<file path="src/cas_ram.sv">
// ----------------------------------------------------------------------------
// cas_ram
// Generic single-port-write, single-port-read RAM with registered read data.
// ----------------------------------------------------------------------------
`default_nettype none

module cas_ram #(
	parameter int WIDTH = 16,
	parameter int DEPTH = 64
) (
	input  wire logic                     clk,
	input  wire logic                     we,
	input  wire logic [$clog2(DEPTH)-1:0] waddr,
	input  wire logic [WIDTH-1:0]         wdata,
	input  wire logic [$clog2(DEPTH)-1:0] raddr,
	output logic      [WIDTH-1:0]         rdata
);

	logic [WIDTH-1:0] mem_q [DEPTH];

	// write port and registered read port
	always_ff @(posedge clk) begin
		if (we) begin
			mem_q[waddr] <= wdata;
		end
		rdata <= mem_q[raddr];
	end

endmodule

`default_nettype wire

</file>
<file path="config.mk">
export PLATFORM = sky130hd
export DESIGN_NAME = cas_ram
export DESIGN_NICKNAME = d
export VERILOG_FILES = /design/src/cas_ram.sv
export SDC_FILE = /design/constraint.sdc
export NUM_CORES = 1
export LEC_CHECK = 0
export BUFFER_PORTS_ARGS = -buffer_cell sky130_fd_sc_hd__buf_4
export CAP_MARGIN = 30
export CORE_MARGIN = 2
export CORE_UTILIZATION = 63
export CTS_CLUSTER_DIAMETER = 150
export DETAILED_ROUTE_END_ITERATION = 10
export PLACE_DENSITY_LB_ADDON = 0.1
export REMOVE_ABC_BUFFERS = 1
export SYNTH_ARGS = -nofsm -noshare
export SYNTH_HDL_FRONTEND = slang
export SYNTH_SLANG_ARGS = --single-unit
</file>
<file path="constraint.sdc">
create_clock -name clk -period 2.4 [get_ports clk]
set_input_delay 0 -clock clk [delete_from_list [all_inputs] [get_ports clk]]
set_output_delay 0 -clock clk [all_outputs]
set_load 0.03 [all_outputs]
</file>
==> results.toml, run 1 <==
[clock_tree]
htree_num_levels = 3
post_cts_setup_buffer_count = 0
cts_inserted_buffers = 100
clkTransAtPathRegs_ns = 0.06
ctsRootBufferMaster = "sky130_fd_sc_hd__clkbuf_16"
clock_latency_ns = 0.66
ctsLongestPathBuffers = 3
cts_tree = "yes"
cts_sinks = 1040

[timing]
grt_setup_unrepaired = "no"
hold_violations = 0
clock.fmax_ghz = 0.4829
setup_viol = 0
worst_clock_skew_ns = 0.03230
finalSetupTns_ns = 0
pins_over_their_slew_limit = 0
worst_pin_slew_ns = 0.8761
final_cycle_share_pct = 86.28
max_slew_margin_pct = 41.59
layout_min_cycle_time_ns = 2.071

[power_and_ir_drop]
power_per_cell_area_nw_per_um2 = 820.5
max-vdd-ir-drop_uv = 639.0
p_leak_uw = 0.01475

[cells_and_area]
mostFrequentLayoutCells = "1024 x sky130_fd_sc_hd__edfxtp_1, 220 x sky130_fd_sc_hd__mux4_2, 189 x sky130_fd_sc_hd__buf_4"
multi_input_gate_area_in_the_final_layout_sq_um = 8249
post_layout_net_count = 2090
layout.cells.non_filler = 2985
fillerInstances = 3654
syn2layout_area_growth_pct = 13.91
final-seq-area_sq_um = 31070
layout.core_utilization_pct = 72.44
layout-drive-gt1-share_pct = 28.36
final_common_cell = "sky130_fd_sc_hd__edfxtp_1"

[synth]
synth_sequential_area_ratio_pct = 77.59
syn_avg_cell_area_sq_um = 21.89
post-synth-top-area-cell = "sky130_fd_sc_hd__edfxtp_1"
yosysTopAreaCellShare_pct = 76.79
cell_types_occupying_the_most_area_after_synthesis = "sky130_fd_sc_hd__edfxtp_1 77%, sky130_fd_sc_hd__mux4_2 12%, sky130_fd_sc_hd__mux2i_1 2.1%, sky130_fd_sc_hd__dfxtp_1 0.80%, sky130_fd_sc_hd__mux2_2 0.76%"
syn_area_sq_um = 40040
synthesis.instances = 1829
netlist-cell-type-count = 43
yosysWarningCount = 0
count_of_state_elements_after_synthesis = 1040

[worst_setup_path]
criticalPathCategory = "reg2reg"
crit_path_buffers_inverters = 0
cp.depth = 5
cpLargestDelayFamily = "compound AO/OA/AOI/OAI gates"
reg2regPathDepth = 5
setup.reg_to_reg.worst_slack_ns = 0.33
crit_chain = "mux4_2 > mux2i_1 > a22oi_1 > a31oi_1 > a311oi_1"
worst_setup_path_end_kind = "register"
critical_path_peak_fanout = 1
critical_path.startpoint = "mem_q[4][4]"
slowest_stage = "sky130_fd_sc_hd__a31oi_1"
worst_r2r_startpoint = "mem_q[4][4]"
worst_ep_arrival_time_ns = 2.59
cp_required_ns = 2.92
cp_slowest_stage_delay_ns = 0.52
critPathLaunchType = "register"

[drt]
route.detailed.vias_per_inst = 6.615
dr_total_vias = 19745
number_of_violations_reported_at_the_end_of_detailed_routing_iteration_0 = 2377
dr.pass1.iters = 5
routed_wl_mm = 93.43
routed_wire_length_per_instance_um = 31.30
ant_nets = 0
drc = 0

[floorplanning]
floorplan.die_area_sq_um = 65590
floorplan_core_area_sq_um = 62970
initial_utilization_pct = 63.59
top_level_pins = 46
chip_width_um = 256.1
core_rows = 92
chipHeight_um = 256.1

[global_route]
first_pass_grt_wire_length_mm = 136.7
globalRouteTotalUtil_pct = 29.14
grt_max_degree = 65
antenna_found_initial = 4
grt_pass1_vias = 19911
grt-ovfl-total = 0

[worst_hold_path]
timing.hold.worst.class = "in2reg"
depth_of_the_worst_hold_timing_path = 1
hp-start = "wdata[13]"

[outcome]
status = "finished, final reports clean"

[placed_design]
place_hpwl_mm = 55.58
gp_routability_congestion = 0.8086
placed_cells_incl_taps = 2784
io_buffers = 45

[flow_run]
cap_violations = 0
==> metal layers <==
metal	share of wire, %	wire length [um]	GRT usage, %
met1	38	35590	40.94
met2	50	46870	47.12
met3	8.1	7546	4.555
met4	3.6	3409	11.27
met5	0.013	12	0
==> registers in the layout (all words and copies together) (netlist names) <==
signal and count:
mem_q 1024, rdata 16
==> logic make-up (layout without fill, tap and decap cells) <==
group | count (synthesis) | count (layout) | synth area share [%]
and+or+nand+nor | 220 | 220 | 2.647
other | 0 | 2 | 0
muxes | 336 | 336 | 15.52
buffers and inverters | 104 | 412 | 1.831
DFF | 1040 | 1040 | 77.59
AOI/OAI and AO/OA | 129 | 129 | 2.409
==> area by class of cell <==
type	count	area share [%]
clock inverter	49	0.9409
clock buffer	130	5.983
antenna	2	0.01097
sequential	1040	68.12
multi-input combinational	685	18.09
timing repair buffer	233	4.543
tap	846	2.321
==> metrics by stage <==
stage | hold WS (ns) | cell area, sq um | total power [uW] | setup WS [ns]
6_report | 0.01101 | 45610 | 37430 | 0.3292
5_1_grt | 0.03889 | 45610 | 38430 | 0.2629
4_1_cts | 0.005043 | 45610 | 37640 | 0.3331
3_5_place_dp | 0.4365 | 42250 | 22610 | -0.05561
3_3_place_gp | 0.4418 | 42240 | 22570 | -0.02609
2_1_floorplan | 0.09887 | 39310 | 21340 | 0.5175
==> final timing paths <==
path / endpoint
worst max register to register: rdata[4]
worst min register to register: rdata[5]
worst max-delay path: rdata[4]
worst min-delay path: mem_q[16][13]
==> report_power, final <==
group / total, uW / internal, uW / switching (uW)
Clock: 15200 / 8820 / 6370
Sequential: 20200 / 20100 / 71.3
Combinational: 2070 / 803 / 1260
Total: 37400 / 29700 / 7700
==> timing repair <==
action                                 4_1_cts  5_1_grt
hold buffers                                20        0
endpoints found under the hold margin      819        0
gates resized for setup                      0        0
==> cell usage after synthesis, drive strengths merged <==
cell / number
or3b: 1
nand4b: 1
nand2: 60
nor4: 3
nor2b: 30
edfxtp: 1024
mux4: 224
a211oi: 8
a41oi: 5
a22o: 6
a311oi: 8
nand3: 24
a221o: 6
clkbuf: 27
buf: 77
a221oi: 16
a31oi: 8
and4: 5
a21oi: 17
o21ai: 8
mux2: 27
mux2i: 85
nand3b: 2
a211o: 8
nand2b: 3
a22oi: 39
dfxtp: 16
and2: 2
nor2: 74
nor3: 2
nand4: 12
or3: 1
Note: power is estimated with default switching activity, not from simulation.
==> inputs of run 2 (changes only) <==
--- a/config.mk
+++ b/config.mk
@@ -5,13 +5,14 @@
 export SDC_FILE = /design/constraint.sdc
 export NUM_CORES = 1
 export LEC_CHECK = 0
-export BUFFER_PORTS_ARGS = -buffer_cell sky130_fd_sc_hd__buf_4
+export BUFFER_PORTS_ARGS = -buffer_cell sky130_fd_sc_hd__buf_2
 export CAP_MARGIN = 30
 export CORE_MARGIN = 2
 export CORE_UTILIZATION = 63
 export CTS_CLUSTER_DIAMETER = 150
 export DETAILED_ROUTE_END_ITERATION = 10
 export PLACE_DENSITY_LB_ADDON = 0.1
+export RECOVER_POWER = 100
 export REMOVE_ABC_BUFFERS = 1
 export SYNTH_ARGS = -nofsm -noshare
 export SYNTH_HDL_FRONTEND = slang
==> results.toml, run 2 (synthesis gave the netlist of run 1 again) <==
[global_route]
antenna_found_initial = 5
first_pass_grt_wire_length_mm = 136.7
grt-ovfl-total = 0
grt_max_degree = 65
grt_pass1_vias = 20025
globalRouteTotalUtil_pct = 29.16

[worst_setup_path]
critical_path_peak_fanout = 1
critical_path.startpoint = "mem_q[4][0]"
slowest_stage = "sky130_fd_sc_hd__a31oi_1"
critPathLaunchType = "register"
worst_setup_path_end_kind = "register"
worst_ep_arrival_time_ns = 2.78
cp_slowest_stage_delay_ns = 0.59
cp_required_ns = 2.89
crit_chain = "mux4_2 > mux2i_1 > a22oi_1 > a31oi_1 > a311oi_1"
worst_r2r_startpoint = "mem_q[4][0]"
criticalPathCategory = "reg2reg"
reg2regPathDepth = 5

[timing]
clock.fmax_ghz = 0.4364
finalSetupTns_ns = 0
max_slew_margin_pct = -64.44
pins_over_their_slew_limit = 439
worst_pin_slew_ns = 2.467
post-route-worst-setup-slack_ns = 0.1086
setup_viol = 0
hold_violations = 0
layout_min_cycle_time_ns = 2.291
grt_setup_unrepaired = "no"
worst_clock_skew_ns = 0.02601
final_cycle_share_pct = 95.47

[drt]
drc = 0
dr_total_vias = 19746
routed_wl_mm = 93.37
ant_nets = 0
number_of_violations_reported_at_the_end_of_detailed_routing_iteration_0 = 2048
dr.pass1.iters = 7
route.detailed.vias_per_inst = 6.547
routed_wire_length_per_instance_um = 30.96

[cells_and_area]
multi_input_gate_area_in_the_final_layout_sq_um = 8242
final_common_cell = "sky130_fd_sc_hd__edfxtp_1"
mostFrequentLayoutCells = "1024 x sky130_fd_sc_hd__edfxtp_1, 220 x sky130_fd_sc_hd__mux4_2, 104 x sky130_fd_sc_hd__clkbuf_16"
largest_register_ffs = 1024
post_layout_net_count = 2116
final-seq-area_sq_um = 31070
layout.core_utilization_pct = 72.03
syn2layout_area_growth_pct = 13.27
biggestRegsByFlops = "mem_q: 1024 flops, rdata: 16 flops"
top_register = "mem_q"
fillerInstances = 3793
layout-drive-gt1-share_pct = 25.88
final_cell_area_sq_um = 45360

[clock_tree]
cts_tree = "yes"
clock_latency_ns = 0.67
ctsLongestPathBuffers = 3
ctsResizeCount = 0
clkTransAtPathRegs_ns = 0.06
cts_inserted_buffers = 102
ctsRootBufferMaster = "sky130_fd_sc_hd__clkbuf_16"
post_cts_setup_buffer_count = 0
cts_sinks = 1040
cts_hold_buffers = 11
htree_num_levels = 3

[power_and_ir_drop]
max-vdd-ir-drop_uv = 661.2
total_power_uw = 37770
p_leak_uw = 0.01454
power_per_cell_area_nw_per_um2 = 832.7

[placed_design]
gp_routability_congestion = 0.8925
dpl-instance-area_sq_um = 42400
post-place-ws_ns = -0.1003
io_buffers = 45
place_hpwl_mm = 57.69

[floorplanning]
initial_utilization_pct = 63.59
core_rows = 92
chip_width_um = 256.1
chipHeight_um = 256.1
floorplan_core_area_sq_um = 62970
floorplan.die_area_sq_um = 65590
top_level_pins = 46

[flow_run]
cap_violations = 9

[outcome]
status = "complete, but fails checks"
violations_in_the_final_reports = "max-capacitance violations, max-slew violations"

[worst_hold_path]
hp-start = "waddr[3]"
timing.hold.worst.class = "in2reg"
depth_of_the_worst_hold_timing_path = 3
-- run 2: final cells by class --
class                           instances  area share [%]
Multi-Input combinational cell        685           18.17
Clock buffer                          127           5.972
Sequential cell                      1040           68.50
Timing Repair Buffer                  257           3.810
Tap cell                              846           2.334
Clock inverter                         59           1.200
Antenna cell                            2         0.01103
-- run 2: final timing paths --
path / to / slack, ns
hold reg to reg: rdata[5] / 0.89
hold / removal: mem_q[14][6] / 0.09
setup / recovery: rdata[0] / 0.11
setup reg to reg: rdata[0] / 0.11
-- run 2: metrics by stage --
step | hold slack (ns) | std cells
after CTS | 0.002281 | 3014
after floorplan | 0.09887 | 1725
after global routing | 0.09241 | 3016
final | 0.09295 | 3016
after global placement | 0.4240 | 2816
after detailed placement | 0.4360 | 2817
-- run 2: layer usage --
| metal | vias to the layer above | global-route usage [%] | share of wire [%] |
|---|---|---|---|
| met3 | 193 | 4.852 | 8.0 |
| met2 | 988 | 47.15 | 50 |
| met4 | 6 | 11.01 | 4.1 |
| li1 | 8192 | - | - |
| met5 | - | 0 | 0.042 |
| met1 | 10367 | 40.85 | 38 |
-- run 2: power breakdown --
part / leakage, uW / total [uW] / switching [uW] / internal (uW)
combinational: 0.00360 / 2020 / 1270 / 753
sequential: 0.00935 / 20200 / 67.8 / 20100
clock: 0.00159 / 15600 / 6510 / 9040
total: 0.0145 / 37800 / 7850 / 29900
-- run 2: worst max-delay path, delay by kind of cell (launching register included) --
family	cells	cell delay, ns
compound gates	3	0.86
flops	1	0.39
mux	2	0.89
