### src/cas_div.sv
// ----------------------------------------------------------------------------
// cas_div
// Restoring long divider, one quotient bit per cycle.
// ----------------------------------------------------------------------------
`default_nettype none

module cas_div #(
	parameter int NW = 64,
	parameter int DW = 38
) (
	input  wire logic          clk,
	input  wire logic          arst_n,
	input  wire logic          start,
	input  wire logic [NW-1:0] num,
	input  wire logic [DW-1:0] den,
	output logic               done,
	output logic [NW-1:0]      quo
);

	localparam int CNT_W = $clog2(NW + 1);

	logic [NW-1:0]    num_q, quo_q;
	logic [DW-1:0]    den_q, rem_q;
	logic [CNT_W-1:0] cnt_q;
	logic             busy_q, done_q;
	logic [DW:0]      rem2;
	logic             fit;

	// trial subtraction
	always_comb begin
		rem2 = {rem_q, num_q[NW-1]};
		fit  = rem2 >= {1'b0, den_q};
	end

	always_ff @(posedge clk or negedge arst_n) begin
		if (!arst_n) begin
			busy_q <= 1'b0;
			done_q <= 1'b0;
			cnt_q  <= '0;
		end else begin
			done_q <= !start && busy_q && (cnt_q == CNT_W'(1));
			if (start) begin
				busy_q <= 1'b1;
				cnt_q  <= CNT_W'(NW);
			end else if (busy_q) begin
				cnt_q <= cnt_q - 1'b1;
				if (cnt_q == CNT_W'(1)) begin
					busy_q <= 1'b0;
				end
			end
		end
	end

	always_ff @(posedge clk) begin
		if (start) begin
			num_q <= num;
			den_q <= den;
			rem_q <= '0;
			quo_q <= '0;
		end else if (busy_q) begin
			num_q <= num_q << 1;
			quo_q <= {quo_q[NW-2:0], fit};
			rem_q <= fit ? DW'(rem2 - {1'b0, den_q}) : DW'(rem2);
		end
	end

	assign done = done_q;
	assign quo  = quo_q;

endmodule

`default_nettype wire

### config.mk
export PLATFORM = sky130hd
export DESIGN_NAME = cas_div
export DESIGN_NICKNAME = d
export VERILOG_FILES = /design/src/cas_div.sv
export SDC_FILE = /design/constraint.sdc
export NUM_CORES = 1
export LEC_CHECK = 0
export BUFFER_PORTS_ARGS = -buffer_cell sky130_fd_sc_hd__clkbuf_2
export CAP_MARGIN = 20
export CELL_PAD_IN_SITES_DETAIL_PLACEMENT = 2
export CELL_PAD_IN_SITES_GLOBAL_PLACEMENT = 2
export CORE_ASPECT_RATIO = 0.8
export CORE_MARGIN = 8
export CORE_UTILIZATION = 38
export CTS_BUF_LIST = sky130_fd_sc_hd__clkbuf_8
export DETAILED_ROUTE_END_ITERATION = 12
export GPL_TIMING_DRIVEN = 1
export PLACE_DENSITY = 0.82
export SLEW_MARGIN = 25
export SYNTH_ARGS = -nofsm -noshare
export SYNTH_HDL_FRONTEND = slang
export SYNTH_SLANG_ARGS = --single-unit
### constraint.sdc
create_clock -name clk -period 3.1 [get_ports clk]
set_input_delay 0.31 -clock clk [delete_from_list [all_inputs] [get_ports clk]]
set_output_delay 0.31 -clock clk [all_outputs]
set_load 0.02 [all_outputs]
==> out/qor.txt, run 1 <==
status: complete, no violations
global-route usage over all layers: 20.6%
CTS tree: built
Die X: 202 µm
Critical Path RT: 3.57 ns
crit-path most repeated cell: inv_1
Slew Viols, Final: 0
core area: 0.0273 mm²
register bit total from synthesis: 213
DIE AREA: 0.0333 mm²
CTS sink cnt: 213
final clock skew: 0.0233 ns
Crit path depth: 12
final setup violation count: 0
worst-path fanout max: 4
Peak supply drop: 0.000442 V
sequential-to-total area share from yosys stat: 50.6%
routed vias: 8665
max incr delay on CP: 0.43 ns
Clock Latency Late Sink: 0.57 ns
Starting Density: 38.6%
GPL Wtd Cong: 0.841
Async S/R FF share, synth: 4.23%
final WL: 35.7 mm
count leader, synth: nor2_1
Port-buffer cells: 169
Post-DP Area: 0.0120 mm²
Worst setup EP type: flip-flop
CP max-delay cell: edfxtp_1
largest net degree at the start of global routing: 98
PwrDens: 766 mW/mm²
Mapped Area: 0.0105 mm²
Num CTS Buffers: 38
Top FF cell, synth: edfxtp_1
Design Power: 10.2 mW
Post-synth EDFFs: 102
num rows: 54
fin crit period: 3.03 ns
Vias/cell: 5.30
DRC viols: 0
first-pass GRT wire length: 54.9 mm
max-capacitance violation count: 0
cell count after synthesis: 1002
crit path from: num_q[63]$_DFFE_PP_
post-synthesis cell type count: 69
synth cell count leaders: nor2_1, dfxtp_1, edfxtp_1
Startpoint Class: flip-flop
hold crit path type: in -> reg
vias in the first global route: 9790
Post-Syn Nets: 1148
Tcrit/Tclk final: 97.7%
number of synthesis warnings: 0
worst r2r src: num_q[63]$_DFFE_PP_
Hold Violations, Final: 0
DRT antenna net count: 0
Reg2Reg Setup Slack: 0.07 ns
cell accounting for the most synthesized area: edfxtp_1
Root Driver: clkbuf_8
Worst Path Buf+Inv: 3
R2R depth: 12
dpl hpwl: 24.3 mm
Slew headroom: 55.9%
FF-to-FF End: rem_q[20]$_SDFFE_PP0P_
synth top area cells: edfxtp_1, dfxtp_1, mux2_2, mux2i_1, ha_1
area grow syn2layout: 25.9%
Crit Path Class: reg -> reg
Final Non-Filler Cells: 1636
layout cell share with drive strength beyond 1: 27.9%
Ports: 170
Remaining Overflow, GRT: 0
nets: 1389
static leakage: 6.18 nW
initial DRC count: 344
Die H: 165 µm
Achievable Freq: 330 MHz
Post-Place Cells: 1518
initial antenna violation count: 0
H-tree levels: 2
crit path DAT: 3.50 ns
fill count: 2845
measured slew at the worst slew-check pin: 0.655 ns
CP endpoint: rem_q[20]$_SDFFE_PP0P_
DR pass1 iterations: 4
CP delay by family, top: compound AO/OA/AOI/OAI gates
clock-pin slew on the worst setup and hold paths: 0.06 ns
post-synth top area share: 29.1%
Syn Area/Cell: 10.5 µm²
Design Area, Final: 0.0133 mm²
critical-path cell list: inv_1 > ha_1 > inv_1 > fa_1 > a21o_1 > a31oi_4 > o31a_1 > o211ai_1 > buf_4 > xor2_1 > nand2_1 > a311oi_1
DR WL/cell: 21.8 µm
CTS Buffer Depth: 3
## logic make-up (layout without fill, tap and decap cells)
logic type / count (synthesis) / count (layout) / synth area share, %
compound gates: 196 / 196 / 13.0
xor+xnor: 31 / 31 / 2.58
fa+ha+maj: 41 / 41 / 4.94
buf+inv: 111 / 380 / 4.13
flops: 213 / 213 / 50.6
mux: 129 / 129 / 13.0
other cells: 0 / 1 / 0
simple gates: 281 / 281 / 11.8
## flip-flops by register name, summed over array words and instances (netlist names)
signal  count
cnt_q       7
quo        64
num_q      64
den_q      38
done        1
rem_q      38
busy_q      1
## layout by cell type, fill, tap and decap left out, types with 6 or more instances in the layout
cell type      netlist  routed
clkbuf_2             0     168
nor2_1             113     113
edfxtp_1           102     102
dfxtp_1            102     102
nand2_1             92      92
inv_1               53      70
mux2i_1             65      65
mux2_2              64      64
a21oi_1             52      50
buf_4                0      44
clkbuf_8             0      41
dlygate4sd3_1        0      40
ha_1                40      39
a311oi_1            25      25
o21ai_0             23      21
xnor2_1             21      21
a21o_1              18      18
nand3_1             14      14
nand4_1             10      10
xor2_1              10      10
nor3_1              10       9
a211oi_1             9       8
o21bai_1             8       8
dfrtp_1              9       8
o211ai_1             7       7
o21ai_1              4       6
a211o_1              6       6
and2_1               6       6
## metal layers
layer | up-vias | track usage [%] | share of wire (%)
met5 | - | 0 | 0
met4 | 0 | 7.37 | 2.8
met3 | 76 | 4.65 | 4.6
met2 | 179 | 35.9 | 50
met1 | 4299 | 24.8 | 43
li1 | 4111 | - | -
## per-stage QoR
step / hold slack (ns) / utilization [%] / setup slack, ns / TNS (ns)
2_1_floorplan: 0.0144 / - / 0.466 / 0
3_3_place_gp: 0.185 / 43.8 / 0.228 / 0
3_5_place_dp: 0.185 / 43.8 / -0.0158 / -0.0158
4_1_cts: 0.00890 / 48.0 / 0.0188 / 0
5_1_grt: 0.0255 / 48.6 / -0.0366 / -0.133
6_report: 0.0470 / 48.6 / 0.0725 / 0
## repair_timing
| action | in CTS | in global routing |
|---|---|---|
| endpoints found under the setup margin | 1 | 21 |
| hold buffers | 40 | 0 |
| gates cloned | 0 | 0 |
| setup buffers | 0 | 8 |
| endpoints found under the hold margin | 48 | 0 |
| pin swaps | 0 | 7 |
| resized for setup | 1 | 15 |
## power by group
part	leakage [nW]	switching (mW)	total, mW	internal [mW]
combinational	3.76	2.20	3.79	1.60
clock	0.442	1.27	2.66	1.40
sequential	1.99	0.316	3.70	3.38
## area by class of cell
cell class              instances  area [µm²]  share of cell area [%]
flip-flops and latches        213        5330                    40.2
multi-input cells             678        4830                    36.4
repair buffers                259        1700                    12.8
clock buffers                  41         564                    4.25
well taps                     364         455                    3.43
inverters                      53         199                    1.50
clock inverters                27         173                    1.30
diodes                          1        2.50                  0.0189
## worst min path at each step
stage | slack [ns] | cells past startpoint | start | to
after floorplan | 0.01 | 0 | arst_n | busy_q$_DFF_PN0_
after global placement | 0.19 | 1 | arst_n | cnt_q[4]$_DFFE_PN0P_
after detailed placement | 0.19 | 1 | arst_n | cnt_q[4]$_DFFE_PN0P_
after CTS | 0.009 | 2 | num[57] | num_q[57]$_DFFE_PP_
after global routing | 0.03 | 2 | num[21] | num_q[21]$_DFFE_PP_
final | 0.05 | 2 | num[48] | num_q[48]$_DFFE_PP_
No activity file was read; power rests on OpenSTA's default activity.
==> run 2: changes to the inputs <==
--- a/config.mk
+++ b/config.mk
@@ -17,2 +17,3 @@
 export GPL_TIMING_DRIVEN = 1
+export HOLD_SLACK_MARGIN = 0.15
 export PLACE_DENSITY = 0.82
==> constraint.sdc (replaced) <==
create_clock -name clk -period 3.1 [get_ports clk]
set_input_delay 0.62 -clock clk [delete_from_list [all_inputs] [get_ports clk]]
set_output_delay 0.62 -clock clk [all_outputs]
set_load 0.02 [all_outputs]
==> out/qor.txt, run 2 (same netlist as run 1, synthesis figures left out) <==
status: complete, no violations
RSZ-0062 raised after global routing: yes
CTS sink cnt: 213
Port-buffer cells: 169
initial antenna violation count: 2
largest net degree at the start of global routing: 69
commonest non-fill, non-tap cell in the layout: clkbuf_2
final setup violation count: 0
Startpoint Class: flip-flop
Die X: 202 µm
Ports: 170
CTS Buffer Depth: 3
initial DRC count: 328
Design Power: 10.1 mW
fin crit period: 2.97 ns
critical-path cell list: ha_1 > inv_1 > fa_1 > a21o_1 > a31oi_4 > o31a_1 > o211ai_1 > a31oi_2 > o21bai_1 > mux2i_1 > a21oi_1
global-route usage over all layers: 20.6%
CP delay by family, top: compound AO/OA/AOI/OAI gates
hold crit path type: in -> reg
core area: 0.0273 mm²
DR WL/cell: 22.3 µm
DRC viols: 0
area grow syn2layout: 22.0%
H-tree levels: 2
dpl hpwl: 24.2 mm
worst-path fanout max: 4
CP max-delay cell: o211ai_1
first-pass GRT wire length: 54.7 mm
max incr delay on CP: 0.47 ns
Root Driver: clkbuf_8
Starting Density: 38.6%
Worst Path Buf+Inv: 1
PwrDens: 787 mW/mm²
CTS tree: built
min-delay src: den[19]
Die H: 165 µm
nets: 1346
static leakage: 6.00 nW
Peak supply drop: 0.000400 V
Clock Latency Late Sink: 0.56 ns
crit path from: den_q[0]$_DFFE_PP_
Crit Path Class: reg -> reg
Critical Path RT: 3.53 ns
num rows: 54
Num CTS Buffers: 37
vias in the first global route: 9523
Tcrit/Tclk final: 95.7%
GPL Wtd Cong: 0.838
measured slew at the worst slew-check pin: 0.547 ns
Worst setup EP type: flip-flop
Achievable Freq: 337 MHz
DRT antenna net count: 0
crit path DAT: 3.39 ns
Hold Violations, Final: 0
DR pass1 iterations: 4
final clock skew: 0.0175 ns
most frequent cells in the layout: clkbuf_2, nor2_1, edfxtp_1, dfxtp_1, nand2_1
Vias/cell: 5.34
final core occ: 47.1%
worst r2r src: den_q[0]$_DFFE_PP_
final WL: 35.5 mm
Slew Viols, Final: 0
clock-pin slew on the worst setup and hold paths: 0.06 ns
Slew headroom: 63.5%
routed vias: 8500
layout cell share with drive strength beyond 1: 29.3%
DIE AREA: 0.0333 mm²
Remaining Overflow, GRT: 0
max-capacitance violation count: 0
==> run 2: power breakdown <==
group	switching, mW	internal (mW)	leakage (nW)	total, mW
clock	1.27	1.40	0.441	2.67
sequential	0.304	3.38	1.99	3.69
combinational	2.17	1.58	3.57	3.75
total	3.75	6.36	6.00	10.1
==> run 2: stage by stage <==
stage               area [µm²]  hold WS [ns]  TNS [ns]  worst slack, ns  instances
global route             12800         0.201   -0.0296          -0.0224       1593
floorplan                10500         0.324         0            0.466       1002
global placement         12000         0.480         0            0.210       1520
detailed placement       12000         0.499         0           0.0433       1520
CTS                      12700         0.192         0           0.0321       1589
finish                   12800         0.225         0            0.135       1593
==> run 2: layout make-up <==
class	count	area [µm²]
clock buffer	48	661
clock inverter	19	88.8
tap	364	455
sequential	213	5330
multi-input combinational	678	4840
fill	2879	14400
antenna	1	2.50
inverter	53	199
timing repair buffer	217	1270
==> run 2: final timing paths <==
| check | end | slack (ns) | cells after the start |
|---|---|---|---|
| worst max-delay path | rem_q[32]$_SDFFE_PP0P_ | 0.13 | 11 |
| worst min-delay path | den_q[19]$_DFFE_PP_ | 0.23 | 1 |
| worst max register to register | rem_q[32]$_SDFFE_PP0P_ | 0.13 | 11 |
| worst min register to register | rem_q[18]$_SDFFE_PP0P_ | 0.49 | 2 |
| max in group asynchronous | busy_q$_DFF_PN0_ | 2.35 | 2 |
| min in group asynchronous | cnt_q[1]$_DFFE_PN0P_ | 0.51 | 2 |
==> run 2: layer usage <==
metal	global-route usage (%)	wire length [µm]	part of all wire, %
met5	0	17	0.048
met4	6.94	884	2.5
met3	5.27	1770	5.0
met2	35.8	17500	49
met1	24.6	15300	43
==> run 2: timing repair <==
item                                   CTS  global route
buffers inserted                         1             3
setup endpoints to repair                4            30
resized for setup                        0            17
hold buffers                             1             0
pin swaps                                1             5
endpoints found under the hold margin    9             0
