--- config.mk ---
export PLATFORM = sky130hd
export DESIGN_NAME = cas_cordic
export DESIGN_NICKNAME = d
export VERILOG_FILES = /design/src/cas_pkg.sv /design/src/cas_cordic.sv
export SDC_FILE = /design/constraint.sdc
export NUM_CORES = 1
export LEC_CHECK = 0
export CAP_MARGIN = 20
export CORE_MARGIN = 2
export CORE_UTILIZATION = 40
export CTS_CLUSTER_SIZE = 28
export DETAILED_ROUTE_END_ITERATION = 7
export DONT_BUFFER_PORTS = 1
export SETUP_SLACK_MARGIN = 0.1
export SYNTH_ARGS = -nofsm -noshare
export SYNTH_HDL_FRONTEND = slang
export SYNTH_SLANG_ARGS = --single-unit
--- constraint.sdc ---
create_clock -name clk -period 11.8 [get_ports clk]
set_input_delay 1.77 -clock clk [delete_from_list [all_inputs] [get_ports clk]]
set_output_delay 1.77 -clock clk [all_outputs]
set_load 0.005 [all_outputs]
--- src/cas_pkg.sv ---
// ----------------------------------------------------------------------------
// cas_pkg
// Shared constants and types of the circular angle statistics block:
// CORDIC arctangent table, CORDIC gain and the CORDIC request and result words.
// ----------------------------------------------------------------------------
`default_nettype none

package cas_pkg;

	// cordic datapath
	localparam int CORDIC_STEPS = 16;
	localparam int CORDIC_W     = 34;
	localparam int STEP_W       = 4;

	// 1/K in Q30
	localparam logic [29:0] CORDIC_GAIN = 30'd652032874;

	// arctangent of 2^-i in turns, 2^32 per turn
	localparam logic [31:0] ATAN_TURNS [CORDIC_STEPS] = '{
		32'h20000000, 32'h12E4051E, 32'h09FB385B, 32'h051111D4,
		32'h028B0D43, 32'h0145D7E1, 32'h00A2F61E, 32'h00517C55,
		32'h0028BE53, 32'h00145F2F, 32'h000A2F98, 32'h000517CC,
		32'h00028BE6, 32'h000145F3, 32'h0000A2F9, 32'h0000517C
	};

	// request to the shared cordic unit
	typedef struct packed {
		logic                        start;
		logic                        vec;
		logic signed [CORDIC_W-1:0]  x;
		logic signed [CORDIC_W-1:0]  y;
		logic signed [CORDIC_W-1:0]  z;
	} cordic_req_t;

	// result of the shared cordic unit
	typedef struct packed {
		logic                        done;
		logic signed [CORDIC_W-1:0]  x;
		logic signed [CORDIC_W-1:0]  y;
		logic signed [CORDIC_W-1:0]  z;
	} cordic_rsp_t;

endpackage

`default_nettype wire

--- src/cas_cordic.sv ---
// ----------------------------------------------------------------------------
// cas_cordic
// Iterative CORDIC, one micro-rotation per cycle, rotation or vectoring mode.
// ----------------------------------------------------------------------------
`default_nettype none

module cas_cordic (
	input  wire logic                 clk,
	input  wire logic                 arst_n,
	input  wire cas_pkg::cordic_req_t req,
	output cas_pkg::cordic_rsp_t      rsp
);

	logic signed [cas_pkg::CORDIC_W-1:0] x_q, y_q, z_q;
	logic [cas_pkg::STEP_W-1:0]          step_q;
	logic                                busy_q, vec_q, done_q;
	logic                                cw;
	logic                                last_step;
	logic signed [cas_pkg::CORDIC_W-1:0] xs, ys, at;

	// direction and shifted operands of this step
	always_comb begin
		cw = vec_q ? y_q[cas_pkg::CORDIC_W-1] : !z_q[cas_pkg::CORDIC_W-1];
		xs = x_q >>> step_q;
		ys = y_q >>> step_q;
		at = $signed(cas_pkg::CORDIC_W'(cas_pkg::ATAN_TURNS[step_q]));
	end

	assign last_step = (step_q == cas_pkg::STEP_W'(cas_pkg::CORDIC_STEPS - 1));

	// control
	always_ff @(posedge clk or negedge arst_n) begin
		if (!arst_n) begin
			busy_q <= 1'b0;
			done_q <= 1'b0;
			step_q <= '0;
			vec_q  <= 1'b0;
		end else begin
			done_q <= !req.start && busy_q && last_step;
			if (req.start) begin
				busy_q <= 1'b1;
				step_q <= '0;
				vec_q  <= req.vec;
			end else if (busy_q) begin
				step_q <= step_q + 1'b1;
				if (last_step) begin
					busy_q <= 1'b0;
				end
			end
		end
	end

	// datapath
	always_ff @(posedge clk) begin
		if (req.start) begin
			x_q <= req.x;
			y_q <= req.y;
			z_q <= req.z;
		end else if (busy_q) begin
			if (cw) begin
				x_q <= x_q - ys;
				y_q <= y_q + xs;
				z_q <= z_q - at;
			end else begin
				x_q <= x_q + ys;
				y_q <= y_q - xs;
				z_q <= z_q + at;
			end
		end
	end

	assign rsp.done = done_q;
	assign rsp.x    = x_q;
	assign rsp.y    = y_q;
	assign rsp.z    = z_q;

endmodule

`default_nettype wire

==> flow_metrics.env, run 1 <==
export IMPL_drv_slew=0
export IMPL_ys_async_sr_fraction=0.0642
export IMPL_path_max_fanout=57
export IMPL_critPathTopFamily="simple AND/OR/NAND/NOR gates"
export IMPL_clk_insertion_delay_late_ns=0.40
export IMPL_rsz0062_at_grt="false"
export IMPL_die_h_um=202
export IMPL_nNetsFinal=2044
export IMPL_hp_class="flop to flop"
export IMPL_grt_pass1_vias=13900
export IMPL_cts_tree="done"
export IMPL_yosysTopAreaCell="edfxtp_1"
export IMPL_setup_viol=0
export IMPL_cts_max_level=3
export IMPL_start_util=0.406
export IMPL_synth_cell_types=77
export IMPL_dieWidth_um=202
export IMPL_dieArea_um2=40800
export IMPL_postCtsSetupRepairBufs=0
export IMPL_synth_edff_count=102
export IMPL_cts_resized=0
export IMPL_grtUsageTotal=0.260
export IMPL_synth_top_area_frac=0.195
export IMPL_cts_hold_buf=0
export IMPL_netlist_top_cells_area="edfxtp_1 (20%), mux4_2 (9.3%), ha_1 (8.9%), o21ai_0 (6.4%), nand2_1 (6.2%)"
export IMPL_boundaryPins=209
export IMPL_status="finished, final reports clean"
export IMPL_syn_nets=2127
export IMPL_fin_ws_ns=4.14
export IMPL_yosysMostFrequentCell="nand2_1"
export IMPL_finalWirelength_um=53700
export IMPL_clk_path_buf_depth=2
export IMPL_avgSynthCellArea_um2=8.24
export IMPL_required_ns=11.94
export IMPL_dp_hpwl_um=41400
export IMPL_antenna_found_initial=0
export IMPL_critPathBufInv=1
export IMPL_critPathArrivalTime_ns=7.80
export IMPL_cp_slowest_cell="dfrtp_4"
export IMPL_grtUsageMet1=0.359
export IMPL_fmax_ghz=0.131
export IMPL_crit_path_cell_trace="buf_4, mux4_2, mux4_2, or4_1, or3_1, nand2b_4, or3_1, o31ai_1, xnor2_1, ha_1, and3_1, nand2_1, nor3b_1, o21ai_0, a31oi_1, o2111ai_1, a31oi_1, xor2_1, o21ai_0"
export IMPL_fin_crit_sh=0.649
export IMPL_worst_slew_pin_transition_ns=0.975
export IMPL_gr_total_overflow=0
export IMPL_fp_row_count=72
export IMPL_slew_headroom=0.350
export IMPL_ys_warn_count=0
export IMPL_clk_pin_slew_ns=0.07
export IMPL_end_kind="flop"
export IMPL_drive_gt1_frac=0.0859
export IMPL_critical_path_class="flop to flop"
export IMPL_drc=0
export IMPL_use_met2=0.399
export IMPL_synthesis_area_um2=15700
export IMPL_wl_per_cell_um=22.9
export IMPL_seq_area_frac_synth=0.206
export IMPL_vias_per_cell=6.26
export IMPL_numPortBuffers=0
export IMPL_critPathMaxStageDelay_ns=0.86
export IMPL_post_place_ws_ns=4.33
export IMPL_met3_usage=0.0671
export IMPL_n_antenna_cell=0
export IMPL_numCtsBuffers=9
export IMPL_startpoint_type="flop"
export IMPL_synth_commonest_cells="nand2_1 (260), o21ai_0 (201), a21oi_1 (156)"
export IMPL_finalHoldViolations=0
export IMPL_post_route_min_period_ns=7.66
export IMPL_synth_cells=1906
export IMPL_grt_start_max_net_pins=208
export IMPL_grt_pass1_wl_um=82600
export IMPL_cts_sinks=109
export IMPL_maxCapViolCount=0
export IMPL_first_pass_iters=5
export IMPL_ff2ff_setup_slack_ns=4.14
export IMPL_cts_root_buf="clkbuf_16"
export IMPL_areaGrowthSynthToFinish_pct=3.91
export IMPL_ys_seq_elements=109
export IMPL_tns_ns=0
export IMPL_place_gp_congestion=1.02
export IMPL_ys_flop_type="edfxtp_1"
export IMPL_fin_skew_ns=0.0118
export IMPL_ant_nets=0
export IMPL_core_um2=38600
export IMPL_drtIter0Drc=1450
export IMPL_dr_total_vias=14700
export IMPL_grt_busiest_layer="met2"
[cells in the final DEF (no fill, tap or decap), types with 4 or more instances in the layout]
| master | Yosys | routed |
|---|---|---|
| nor4_1 | 8 | 8 |
| nand4_1 | 14 | 14 |
| a211oi_1 | 17 | 17 |
| mux2_2 | 38 | 38 |
| a21o_1 | 40 | 40 |
| clkbuf_16 | 0 | 9 |
| o21a_1 | 16 | 16 |
| mux4_2 | 65 | 65 |
| o21bai_1 | 15 | 15 |
| o31ai_1 | 19 | 19 |
| ha_1 | 112 | 112 |
| nor3_1 | 45 | 45 |
| nand2_1 | 260 | 260 |
| or2_2 | 12 | 11 |
| o21ai_0 | 201 | 201 |
| nor2b_1 | 23 | 23 |
| a31oi_1 | 30 | 30 |
| inv_1 | 49 | 49 |
| a21boi_0 | 6 | 6 |
| a21oi_1 | 156 | 156 |
| and3_1 | 15 | 15 |
| a2111oi_0 | 4 | 4 |
| o22ai_1 | 10 | 10 |
| and2_1 | 14 | 14 |
| nand2b_1 | 25 | 25 |
| edfxtp_1 | 102 | 102 |
| nor2_1 | 117 | 117 |
| xnor2_1 | 82 | 82 |
| a22oi_1 | 8 | 8 |
| a221oi_1 | 5 | 5 |
| o221ai_1 | 6 | 6 |
| nand3_1 | 29 | 29 |
| xor2_1 | 92 | 92 |
| mux2i_1 | 56 | 56 |
| buf_4 | 4 | 12 |
| o211ai_1 | 20 | 20 |
| a31o_2 | 5 | 5 |
| or3_1 | 12 | 12 |
| o31a_1 | 6 | 6 |
[through the flow]
step / util / area [um2] / cells / hold WS, ns
after floorplan: - / 15700 / 1906 / 0.490
after global placement: 0.414 / 16000 / 2329 / 0.540
after detailed placement: 0.414 / 16000 / 2329 / 0.545
after CTS: 0.421 / 16300 / 2345 / 0.562
after global routing: 0.422 / 16300 / 2346 / 0.581
final: 0.422 / 16300 / 2346 / 0.542
[cells by family (layout without fill, tap and decap cells)]
logic type                 Yosys count  count (layout)  synth area share
DFF                                109             109             0.206
and+or+nand+nor                    589             589             0.172
muxes                              159             159             0.156
xor gates and xnor gates           174             174            0.0971
AOI/OAI and AO/OA                  602             602             0.234
adders and majority gates          115             115            0.0931
buffers and inverters              158              80            0.0410
[flip-flops by register name (all words and copies together), names as in the netlist]
name    count
x_q        34
step_q      4
done_q      1
y_q        34
busy_q      1
vec_q       1
z_q        34
[area by class of cell]
cell class	instances	area [um2]
clock buffers	9	225
clock inverters	7	66.3
fillers	3908	22300
inverters	51	191
multi-input cells	1639	11800
flip-flops and latches	109	3250
well taps	518	648
repair buffers	13	110
[layer usage]
layer	vias up	share of wire	wire length, um
met3	74	0.099	5310
met2	671	0.44	23400
met1	6982	0.44	23500
met5	-	0	0
li1	6955	-	-
met4	0	0.027	1430
[path summary, 6_finish.rpt]
| path | from | cells past startpoint | endpoint |
|---|---|---|---|
| min | vec_q | 1 | vec_q |
| max | step_q[0] | 19 | y_q[32] |
| max reg2reg | step_q[0] | 19 | y_q[32] |
| min reg2reg | vec_q | 1 | vec_q |
| min in group asynchronous | arst_n | 0 | vec_q |
| max in group asynchronous | arst_n | 0 | step_q[2] |
Power of run 1 is not shown: default switching activity piles up to over one toggle a cycle in this logic, so the estimate is an artifact.
==> inputs of run 2 (changes only) <==
==> constraint.sdc (replaced) <==
create_clock -name clk -period 7.6 [get_ports clk]
set_input_delay 1.14 -clock clk [delete_from_list [all_inputs] [get_ports clk]]
set_output_delay 1.14 -clock clk [all_outputs]
set_load 0.005 [all_outputs]
==> run 2 against run 1 <==
First-iteration DRC count is 7.0% lower. Clock-buffer cell count stayed put. Routed wire length is 0.15% lower. Flip-flop and latch count stayed put. Sequential share of layout area is 0.11 points lower. Global-route usage is 0.094 points lower. Utilization is 0.23 points higher. Clock skew is 0.0017 ns lower. Critical path type unchanged. Critical endpoint is now x_q[29].
==> flow_metrics.env, run 2 (synthesized netlist as in run 1, its figures left out) <==
export IMPL_status="finished, final reports clean"
export IMPL_drc=0
export IMPL_dieWidth_um=202
export IMPL_clk_insertion_delay_late_ns=0.40
export IMPL_required_ns=7.76
export IMPL_postCtsSetupRepairBufs=0
export IMPL_nNetsFinal=2053
export IMPL_finalWirelength_um=53600
export IMPL_hp_class="input port to async pin"
export IMPL_setup_viol=0
export IMPL_wl_met3_um=4400
export IMPL_wl_met1_um=24200
export IMPL_die_h_um=202
export IMPL_wl_met2_um=23700
export IMPL_r2r_cells=21
export IMPL_top_layer_used="met4"
export IMPL_ff2ff_setup_slack_ns=0.65
export IMPL_startpoint_type="flop"
export IMPL_numCtsBuffers=9
export IMPL_fmax_ghz=0.144
export IMPL_drv_slew=0
export IMPL_n_antenna_cell=0
export IMPL_ant_nets=0
export IMPL_finalHoldViolations=0
export IMPL_boundaryPins=209
export IMPL_areaGrowthSynthToFinish_pct=4.46
export IMPL_wl_per_cell_um=22.8
export IMPL_tns_ns=0
export IMPL_numPortBuffers=0
export IMPL_fill_cells=3870
export IMPL_fin_ws_ns=0.652
export IMPL_slew_headroom=0.251
export IMPL_dr_total_vias=14700
export IMPL_clk_path_buf_depth=2
export IMPL_place_gp_congestion=0.938
export IMPL_post_route_min_period_ns=6.95
export IMPL_start_util=0.406
export IMPL_gr_total_overflow=0
export IMPL_cts_max_level=3
export IMPL_fin_skew_ns=0.0101
export IMPL_dp_hpwl_um=41700
export IMPL_grt_pass1_wl_um=82300
export IMPL_fp_row_count=72
export IMPL_path_max_fanout=53
export IMPL_maxCapViolCount=0
export IMPL_cp_startpoint="step_q[0]"
export IMPL_post_place_ws_ns=0.908
export IMPL_rsz0062_at_grt="false"
export IMPL_grtUsageTotal=0.259
export IMPL_vias_per_cell=6.23
export IMPL_core_um2=38600
export IMPL_grt_start_max_net_pins=208
export IMPL_cts_sinks=109
export IMPL_final_cell_mix="nand2_1 (260), o21ai_0 (201), a21oi_1 (156)"
export IMPL_worst_slew_pin_transition_ns=1.12
export IMPL_drive_gt1_frac=0.0909
export IMPL_largestRegisters="x_q x34, y_q x34, z_q x34"
export IMPL_cts_resized=0
export IMPL_grt_pass1_vias=14000
export IMPL_end_kind="flop"
export IMPL_reg2reg_to="x_q[29]"
export IMPL_drtIter0Drc=1349
export IMPL_fin_crit_sh=0.914
export IMPL_cts_hold_buf=0
export IMPL_antenna_found_initial=0
export IMPL_critical_path_class="flop to flop"
export IMPL_cts_tree="done"
export IMPL_clk_pin_slew_ns=0.08
export IMPL_dieArea_um2=40800
export IMPL_critPathCapture="x_q[29]"
export IMPL_final_common_cell="nand2_1"
export IMPL_timing_rr_start="step_q[0]"
export IMPL_first_pass_iters=6
export IMPL_critPathArrivalTime_ns=7.11
export IMPL_cts_root_buf="clkbuf_16"
[run 2: changes by cell type in the layout (fill, tap and decap cells not counted)]
cell | previous run | this run
buf_12 | 1 | 0
inv_8 | 0 | 1
clkinv_2 | 2 | 1
bufinv_16 | 1 | 2
buf_4 | 12 | 22
clkinv_1 | 2 | 1
[run 2: metal layers]
metal | vias up | GRT usage
met5 | - | 0
met4 | 0 | 0.0722
met3 | 83 | 0.0614
met2 | 583 | 0.405
met1 | 7029 | 0.357
li1 | 6972 | -
[run 2: how the worst min path moves through the flow]
| stage | depth (start not counted) | start | slack [ns] | endpoint |
|---|---|---|---|---|
| after floorplan | 1 | vec_q | 0.49 | vec_q |
| after global placement | 1 | vec_q | 0.56 | vec_q |
| after detailed placement | 1 | vec_q | 0.56 | vec_q |
| after CTS | 0 | arst_n | 0.40 | vec_q |
| after global routing | 0 | arst_n | 0.40 | vec_q |
| final | 0 | arst_n | 0.42 | vec_q |
[run 2: cell type report]
cell class	instances	area (um2)	area share
Tap cell	518	648	0.0395
Timing Repair Buffer	22	165	0.0101
Sequential cell	109	3250	0.198
Clock buffer	9	225	0.0137
Inverter	51	191	0.0117
Multi-Input combinational cell	1639	11800	0.721
Clock inverter	7	98.8	0.00603
[run 2: per-stage QoR]
stage | instance area [um2] | cells | hold slack [ns] | utilization
after global routing | 16400 | 2355 | 0.404 | 0.424
after global placement | 16100 | 2339 | 0.559 | 0.416
after CTS | 16400 | 2355 | 0.396 | 0.424
after floorplan | 15700 | 1906 | 0.490 | -
final | 16400 | 2355 | 0.423 | 0.424
after detailed placement | 16100 | 2339 | 0.561 | 0.416
[run 2: worst max-delay path, cell delays in order, from the launching register on]
cell and delay [ns]:
dfrtp_4 0.98, buf_4 0.42, mux2i_1 0.23, o22ai_1 0.11
a221oi_1 0.89, nand3b_1 0.31, o22ai_1 0.40, nand2b_1 0.12
nor3_1 0.43, a31oi_1 0.17, xor2_1 0.21, ha_1 0.27
a21o_1 0.20, a21o_1 0.17, a21oi_1 0.14, o21ai_0 0.10
a21oi_1 0.41, o211ai_1 0.27, a31oi_1 0.31, a21oi_1 0.12
xor2_1 0.16, mux2_2 0.26
Power of run 2 is left out for the same reason.
